===== src/rtl/fce_pkg.sv =====
`timescale 1ns / 1ps
// Shared types and constants for the front coding encoder.
// No dependencies.
package fce_pkg;

  localparam int CHAR_W = 8;
  localparam int COUNT_W = 7;
  localparam logic [COUNT_W-1:0] COUNT_MAX = 7'd127;

  // queue between classifier and encoder
  localparam int QUEUE_DEPTH = 4;
  localparam int QPTR_W = $clog2(QUEUE_DEPTH);
  localparam int QCNT_W = $clog2(QUEUE_DEPTH + 1);

  typedef struct packed {
    logic [CHAR_W-1:0] key_char;
    logic              has_char;
    logic              key_last;
    logic              block_start;
  } key_item_t;

  typedef struct packed {
    logic [CHAR_W-1:0]  out_char;
    logic               out_has_char;
    logic [COUNT_W-1:0] prefix_count;
    logic               count_present;
    logic               key_end;
    logic               too_long;
  } code_item_t;

  // CMD_CHAR: a character, CMD_END: key ends with no character,
  // CMD_SYNC: block start carried on an otherwise empty beat
  typedef enum logic [1:0] {
    CMD_CHAR,
    CMD_END,
    CMD_SYNC
  } cmd_kind_t;

  typedef struct packed {
    cmd_kind_t         kind;
    logic [CHAR_W-1:0] ch;
    logic              last;
    logic              bstart;
  } cmd_t;

endpackage


===== src/rtl/fce_front.sv =====
`timescale 1ns / 1ps
// Input stage: registers incoming beats, classifies them and drops empty ones.
// Depends on fce_pkg.
module fce_front import fce_pkg::*; (
  input  logic      clk,
  input  logic      rst,
  input  logic      key_valid,
  output logic      key_stall,
  input  key_item_t key_item,
  output logic      push,
  output cmd_t      push_cmd,
  input  logic      queue_full
);

  logic held;
  cmd_t cmd;
  cmd_t cmd_next;
  logic keep;

  assign key_stall = held && queue_full;
  assign push      = held && !queue_full;
  assign push_cmd  = cmd;

  always_comb begin
    cmd_next.ch     = key_item.key_char;
    cmd_next.last   = key_item.key_last;
    cmd_next.bstart = key_item.block_start;
    keep            = 1'b1;
    if (key_item.has_char) begin
      cmd_next.kind = CMD_CHAR;
    end else if (key_item.key_last) begin
      cmd_next.kind = CMD_END;
    end else begin
      cmd_next.kind = CMD_SYNC;
      keep          = key_item.block_start;
    end
  end

  always_ff @(posedge clk) begin
    if (rst) begin
      held <= 1'b0;
    end else if (!key_stall) begin
      held <= key_valid && keep;
    end
  end

  always_ff @(posedge clk) begin
    if (!key_stall && key_valid) begin
      cmd <= cmd_next;
    end
  end

endmodule


===== src/rtl/fce_queue.sv =====
`timescale 1ns / 1ps
// Small command queue between classifier and encoder.
// Depends on fce_pkg.
module fce_queue import fce_pkg::*; (
  input  logic clk,
  input  logic rst,
  input  logic push,
  input  cmd_t push_cmd,
  output logic full,
  input  logic pop,
  output logic nonempty,
  output cmd_t head
);

  cmd_t              slots [QUEUE_DEPTH];
  logic [QPTR_W-1:0] wr_ptr;
  logic [QPTR_W-1:0] rd_ptr;
  logic [QCNT_W-1:0] fill;

  assign full     = (fill == QCNT_W'(QUEUE_DEPTH));
  assign nonempty = (fill != '0);
  assign head     = slots[rd_ptr];

  always_ff @(posedge clk) begin
    if (rst) begin
      wr_ptr <= '0;
      rd_ptr <= '0;
      fill   <= '0;
    end else begin
      if (push) begin
        wr_ptr <= wr_ptr + 1'b1;
      end
      if (pop) begin
        rd_ptr <= rd_ptr + 1'b1;
      end
      if (push && !pop) begin
        fill <= fill + 1'b1;
      end else if (pop && !push) begin
        fill <= fill - 1'b1;
      end
    end
  end

  always_ff @(posedge clk) begin
    if (push) begin
      slots[wr_ptr] <= push_cmd;
    end
  end

endmodule


===== src/rtl/fce_back.sv =====
`timescale 1ns / 1ps
// Encoder: previous-key store, prefix matching and the output register.
// Depends on fce_pkg.
module fce_back import fce_pkg::*; #(
  parameter int MAX_LEN = 64
) (
  input  logic       clk,
  input  logic       rst,
  input  logic       nonempty,
  input  cmd_t       head,
  output logic       pop,
  output logic       code_valid,
  input  logic       code_stall,
  output code_item_t code_item
);

  localparam int PW = $clog2(MAX_LEN + 1);
  localparam int AW = $clog2(MAX_LEN);

  logic [CHAR_W-1:0] prev_key [MAX_LEN];
  logic [CHAR_W-1:0] rd_data;

  logic [PW-1:0] prev_len;
  logic [PW-1:0] position;
  logic          still_matching;
  logic          first_of_block;
  logic          overflowed;

  logic [PW-1:0] prev_len_next;
  logic [PW-1:0] position_next;
  logic          still_matching_next;
  logic          first_of_block_next;
  logic          overflowed_next;

  logic [PW-1:0] pos_cur;
  logic          sm_cur;
  logic          fob_cur;
  logic          ovf_cur;
  logic          matching;
  logic          hit;
  logic          emit;
  logic          finish;
  logic [PW-1:0] count;
  logic          res_has;
  logic          res_end;
  logic          res_long;
  logic [COUNT_W-1:0] sat_count;

  logic          wr_en;
  logic [AW-1:0] wr_addr;
  logic [AW-1:0] rd_addr;
  logic          out_free;

  assign out_free = !code_valid || !code_stall;
  assign pop      = nonempty && out_free;

  always_comb begin
    pos_cur  = head.bstart ? '0 : position;
    sm_cur   = head.bstart ? 1'b1 : still_matching;
    fob_cur  = head.bstart ? 1'b1 : first_of_block;
    ovf_cur  = head.bstart ? 1'b0 : overflowed;
    matching = sm_cur && !fob_cur;
    // rd_data holds the stored character at the current position
    hit = matching && (pos_cur < prev_len) && (pos_cur < PW'(MAX_LEN))
          && (rd_data == head.ch);

    prev_len_next       = prev_len;
    position_next       = pos_cur;
    still_matching_next = sm_cur;
    first_of_block_next = fob_cur;
    overflowed_next     = ovf_cur;
    emit     = 1'b0;
    finish   = 1'b0;
    count    = '0;
    res_has  = 1'b0;
    res_end  = 1'b0;
    res_long = ovf_cur;
    wr_en    = 1'b0;
    wr_addr  = pos_cur[AW-1:0];

    case (head.kind)
      CMD_CHAR: begin
        if (hit) begin
          position_next = pos_cur + 1'b1;
          if (head.last) begin
            emit    = 1'b1;
            finish  = 1'b1;
            count   = pos_cur + 1'b1;
            res_end = 1'b1;
          end
        end else begin
          count = matching ? pos_cur : '0;
          if (pos_cur < PW'(MAX_LEN)) begin
            wr_en         = 1'b1;
            position_next = pos_cur + 1'b1;
          end else begin
            overflowed_next = 1'b1;
          end
          still_matching_next = 1'b0;
          emit     = 1'b1;
          res_has  = 1'b1;
          res_end  = head.last;
          res_long = overflowed_next;
          finish   = head.last;
        end
      end
      CMD_END: begin
        emit    = 1'b1;
        finish  = 1'b1;
        count   = matching ? pos_cur : '0;
        res_end = 1'b1;
      end
      default: begin
        // block start with nothing else: state reset only
      end
    endcase

    if (finish) begin
      prev_len_next       = position_next;
      position_next       = '0;
      still_matching_next = 1'b1;
      first_of_block_next = 1'b0;
      overflowed_next     = 1'b0;
    end

    sat_count = (32'(count) > 32'(COUNT_MAX)) ? COUNT_MAX : COUNT_W'(count);

    // prefetch the stored character for the next beat
    if (!pop || position_next >= PW'(MAX_LEN)) begin
      rd_addr = (position >= PW'(MAX_LEN)) ? '0 : position[AW-1:0];
    end else begin
      rd_addr = position_next[AW-1:0];
    end
  end

  always_ff @(posedge clk) begin
    if (pop && wr_en) begin
      prev_key[wr_addr] <= head.ch;
    end
    if (pop && wr_en && wr_addr == rd_addr) begin
      rd_data <= head.ch;
    end else begin
      rd_data <= prev_key[rd_addr];
    end
  end

  always_ff @(posedge clk) begin
    if (rst) begin
      prev_len       <= '0;
      position       <= '0;
      still_matching <= 1'b1;
      first_of_block <= 1'b1;
      overflowed     <= 1'b0;
      code_valid     <= 1'b0;
    end else begin
      if (pop) begin
        prev_len       <= prev_len_next;
        position       <= position_next;
        still_matching <= still_matching_next;
        first_of_block <= first_of_block_next;
        overflowed     <= overflowed_next;
      end
      if (out_free) begin
        code_valid <= pop && emit;
      end
    end
  end

  always_ff @(posedge clk) begin
    if (pop && emit) begin
      code_item.out_char      <= res_has ? head.ch : '0;
      code_item.out_has_char  <= res_has;
      code_item.prefix_count  <= sat_count;
      code_item.count_present <= (sat_count != '0);
      code_item.key_end       <= res_end;
      code_item.too_long      <= res_long;
    end
  end

endmodule


===== src/rtl/front_coding_encoder.sv =====
`timescale 1ns / 1ps
// Front coding encoder for sorted keys, one character per beat.
// Depends on fce_pkg, fce_front, fce_queue and fce_back.
//
// Input channel key_valid / key_stall / key_item: one character of the
// current key per beat, with key_last on the final beat and block_start on
// the first beat of a block. Output channel code_valid / code_stall /
// code_item: zero or one result per input beat. Matching leading
// characters give nothing; the first differing character carries the
// shared-prefix count, later characters follow plainly.
// A result on code_item has passed the input register, the queue and the
// output register. Throughput: one beat per cycle while code_stall is low,
// set by the encoder's single previous-key read and write per beat;
// the read for the next position is fetched while the current beat is
// encoded.
// Reset clears the counters, so the next key passes through whole with a
// count of zero; the previous-key store is not cleared, and needs no pass.
// When code_stall is high the output register holds, the four-entry queue
// fills, and key_stall rises once the queue and input register are full.
module front_coding_encoder import fce_pkg::*; #(
  parameter int MAX_LEN = 64
) (
  input  logic       clk,
  input  logic       rst,
  input  logic       key_valid,
  output logic       key_stall,
  input  key_item_t  key_item,
  output logic       code_valid,
  input  logic       code_stall,
  output code_item_t code_item
);

  logic push;
  cmd_t push_cmd;
  logic queue_full;
  logic pop;
  logic nonempty;
  cmd_t head;

  fce_front u_front (
    .clk        (clk),
    .rst        (rst),
    .key_valid  (key_valid),
    .key_stall  (key_stall),
    .key_item   (key_item),
    .push       (push),
    .push_cmd   (push_cmd),
    .queue_full (queue_full)
  );

  fce_queue u_queue (
    .clk      (clk),
    .rst      (rst),
    .push     (push),
    .push_cmd (push_cmd),
    .full     (queue_full),
    .pop      (pop),
    .nonempty (nonempty),
    .head     (head)
  );

  fce_back #(
    .MAX_LEN (MAX_LEN)
  ) u_back (
    .clk        (clk),
    .rst        (rst),
    .nonempty   (nonempty),
    .head       (head),
    .pop        (pop),
    .code_valid (code_valid),
    .code_stall (code_stall),
    .code_item  (code_item)
  );

endmodule


===== config.mk =====
export PLATFORM = sky130hd
export DESIGN_NAME = front_coding_encoder
export DESIGN_NICKNAME = d
export VERILOG_FILES = /design/src/rtl/fce_pkg.sv /design/src/rtl/fce_front.sv /design/src/rtl/fce_queue.sv /design/src/rtl/fce_back.sv /design/src/rtl/front_coding_encoder.sv
export SDC_FILE = /design/constraint.sdc
export NUM_CORES = 1
export LEC_CHECK = 0
export BUFFER_PORTS_ARGS = -buffer_cell sky130_fd_sc_hd__buf_2
export CAP_MARGIN = 20
export CORE_ASPECT_RATIO = 1.25
export CORE_MARGIN = 2
export CORE_UTILIZATION = 39
export CTS_BUF_LIST = sky130_fd_sc_hd__clkbuf_8
export DETAILED_ROUTE_END_ITERATION = 8
export SYNTH_ARGS = -nofsm -noshare
export SYNTH_HDL_FRONTEND = slang
export SYNTH_SLANG_ARGS = --single-unit
export TNS_END_PERCENT = 100

===== constraint.sdc =====
create_clock -name clk -period 5.3 [get_ports clk]
set_input_delay 0.795 -clock clk [delete_from_list [all_inputs] [get_ports clk]]
set_output_delay 0.795 -clock clk [all_outputs]
set_load 0.01 [all_outputs]

==> reports/results.txt <==
hold slack = 0.2894 ns
DR vias/cell = 5.575
Seq/Total Area, Yosys = 0.7282
setup TNS = 0 ns
clk_skew = 0.04003 ns
WP data required = 5.70 ns
Async SR Flop Fraction = 0
vias in the first global route = 14152
main combinational cell family by area after synthesis = multiplexers
post-synthesis mux area share = 0.1345
Max H-tree Level = 3
#FFs+latches synth = 625
compound-gate portion of the synthesized area = 0.03946
CTS buffer count = 89
Max IR drop VDD = 0.3304 mV
root buf cell = clkbuf_8
syn_area_per_cell = 18.30 µm²
number of synthesized flops with an enable pin = 591
final setup vio count = 0
pre-CTS setup slack = 0.3158 ns
Post-Route WL = 64.93 mm
clock latency on the worst-skew pair = 0.70 ns
Slew Limit Fails = 0
status = complete, no violations
Routed WL per cell = 26.44 µm
post-synthesis instance area = 25310 µm²
final net count = 1568
Crit Path Category = flip-flop to flip-flop
clock slew at reported path FFs = 0.06 ns
Area contributors post-synth = edfxtp_1 70%, mux4_2 11%, dfxtp_1 2.7%
CP Capture Type = flip-flop
I/O Buffers = 35
Least-Margin Pin Slew = 1.183 ns
Top Ports = 36
FMAX = 0.2031 GHz
Final ANT Viol Nets = 0
wire length of the first global-routing pass = 96.05 mm
final worst-path setup slack = 0.3772 ns
Tcrit/Tclk final = 0.9288
Distinct cells, synth = 83
share of layout cells above drive strength 1 = 0.2640
Crit Path Max Fanout = 22
CP startpoint kind = flip-flop
DR iter-0 viols = 1506
CTS tree = yes
drt first pass iters = 5
Slew headroom = 0.2083
area grow syn2layout = 13.31%
HP Class = input pin to flip-flop
DPL Wire Length = 41.80 mm
syn nets = 1409
die width = 231.8 µm
GRT Overall Usage = 0.1974
Fin. Hold Viols = 0
WP data arrival = 5.33 ns
pwr dens = 423.3 nW/µm²
total power = 12.14 mW
Post-Syn Instances = 1383
CTS Sinks = 625
adder-cell share of the synthesized area = 0.006131
Cell Rows = 104
Synth Area in Simple Gates = 0.05894
core area = 64280 µm²
die boundary height = 288.8 µm
sequential cell area = 18440 µm²
largest net degree at the start of global routing = 67
fraction of synthesized cell area in xor and xnor cells = 0.007960
grt total ovfl = 0
Longest Clk Path Bufs = 3
yosys warns = 0
die area = 66950 µm²
hold buffers post-CTS = 0
area occupied by multi-input gates = 6302 µm²
DRC = 0
Initial Util = 0.3937
Pleak = 9.096 nW
vias post-DR = 13693
Max-Cap Viols = 0
ys flop type = edfxtp_1
post-synth top area cell = edfxtp_1
RSZ-0062 raised after global routing = no
initial antenna violation count = 1
GPL Wtd Cong = 0.9185
Synth top area share = 0.7013
minimum clock period = 4.923 ns
Filler cells = 5674
==> cells in the final DEF (no fill, tap or decap), drive strengths merged, types with 8 or more instances in the layout <==
master and instances:
buf 149, xnor2 15, a22oi 12, or2 8
o21ai 19, edfxtp 591, nand2 73, nor3 50
a211oi 11, nand2b 8, ha 10, nor4 12
clkbuf 95, a221oi 8, dfxtp 34, o22ai 11
clkinv 26, and2 9, a21oi 27, xor2 8
and3 13, inv 54, mux4 126, nand3 27
nor2 67, nor2b 9, mux2i 54
==> per-stage QoR <==
step | cells | area (µm²) | utilization
floorplan | 1383 | 25310 | -
global placement | 2294 | 26970 | 0.4196
detailed placement | 2299 | 27010 | 0.4202
CTS | 2454 | 28670 | 0.4460
global route | 2455 | 28670 | 0.4460
finish | 2456 | 28670 | 0.4460
==> registers in the layout, indices dropped and copies added (netlist names), named ones only <==
signal                 count
u_front.push_cmd          12
u_back.still_matching      1
u_queue.slots             48
u_queue.rd_ptr             2
u_back.prev_key          512
u_back.first_of_block      1
u_front.held               1
u_queue.fill               3
u_back.code_valid          1
u_back.overflowed          1
u_back.code_item          19
u_back.prev_len            7
u_back.position            7
u_queue.wr_ptr             2
==> report_power, final <==
group          total [mW]  switching [mW]  leakage, nW  internal [mW]
clock                3.60            1.79        0.929           1.81
sequential           6.26           0.109         5.62           6.15
combinational        2.28            1.66         2.55          0.623
total                12.1            3.56         9.10           8.58
==> cell families after synthesis <==
logic type | Yosys count
flip-flops | 625
AND/OR/NAND/NOR | 300
multiplexers | 182
AO/OA/AOI/OAI | 133
buffers and inverters | 108
XOR/XNOR | 23
adder cells (fa/ha/maj) | 12
==> worst max-delay path, cell delays in order (launching register included) <==
cell     delay [ns]
dfxtp_4        0.60
buf_12         0.27
buf_4          0.21
mux4_2         0.51
mux2_2         0.30
o21ai_0        0.42
o22ai_1        0.19
xor2_1         0.31
nor4_4         0.13
a21o_2         0.32
buf_4          0.25
or4_1          0.69
nor2_1         0.19
buf_4          0.20
==> routing by layer <==
layer  GRT usage  up-vias  routed length [µm]
met1      0.2495     7139               25460
met3     0.03791      124                4135
met2      0.3319      543               32890
li1            -     5887                   -
met4     0.08734        0                2441
met5           0        -                   0
==> path summary, 6_finish.rpt <==
check / from / end / slack [ns] / cells after the start
max: flip-flop / u_back.prev_key[50][1] / 0.38 / 13
min: key_item[8] / u_front.push_cmd[7] / 0.29 / 1
max reg2reg: flip-flop / u_back.prev_key[50][1] / 0.38 / 13
min reg2reg: u_back.overflowed / u_back.overflowed / 0.46 / 2
==> synth_stat cells, types with 4 or more instances <==
cell      number
a21oi_1       26
a221oi_1       7
dfxtp_1       34
ha_1          10
a22oi_1       12
nand3_1       27
nand2_1       73
buf_4         13
mux4_2       125
inv_1         24
nor2b_1        9
mux2i_1       54
or2_2          7
a31oi_1        4
xor2_1         8
o211ai_1       5
clkbuf_1      24
nor4_1        11
o22ai_1       11
edfxtp_1     591
nor2_1        67
buf_2         19
nand3b_1       5
buf_6         16
buf_1          6
or3_1          5
and3_1        13
nand2b_1       8
a211oi_1      10
and2_1         8
o21ai_0       15
xnor2_1       15
nor3_1        49
==> final cells by class <==
cell class,count,area share
Inverter,27,0.003535
Sequential cell,625,0.6431
Multi-Input combinational cell,650,0.2198
Clock inverter,60,0.01222
Clock buffer,95,0.04560
Tap cell,848,0.03700
Antenna cell,2,0.0001746
Timing Repair Buffer,149,0.03858
==> what timing repair did <==
action / 4_1_cts / 5_1_grt
buffers inserted: 0 / 0
endpoints found under the setup margin: 0 / 9
resized for setup: 0 / 0
Note: power is estimated with default switching activity, not from simulation.
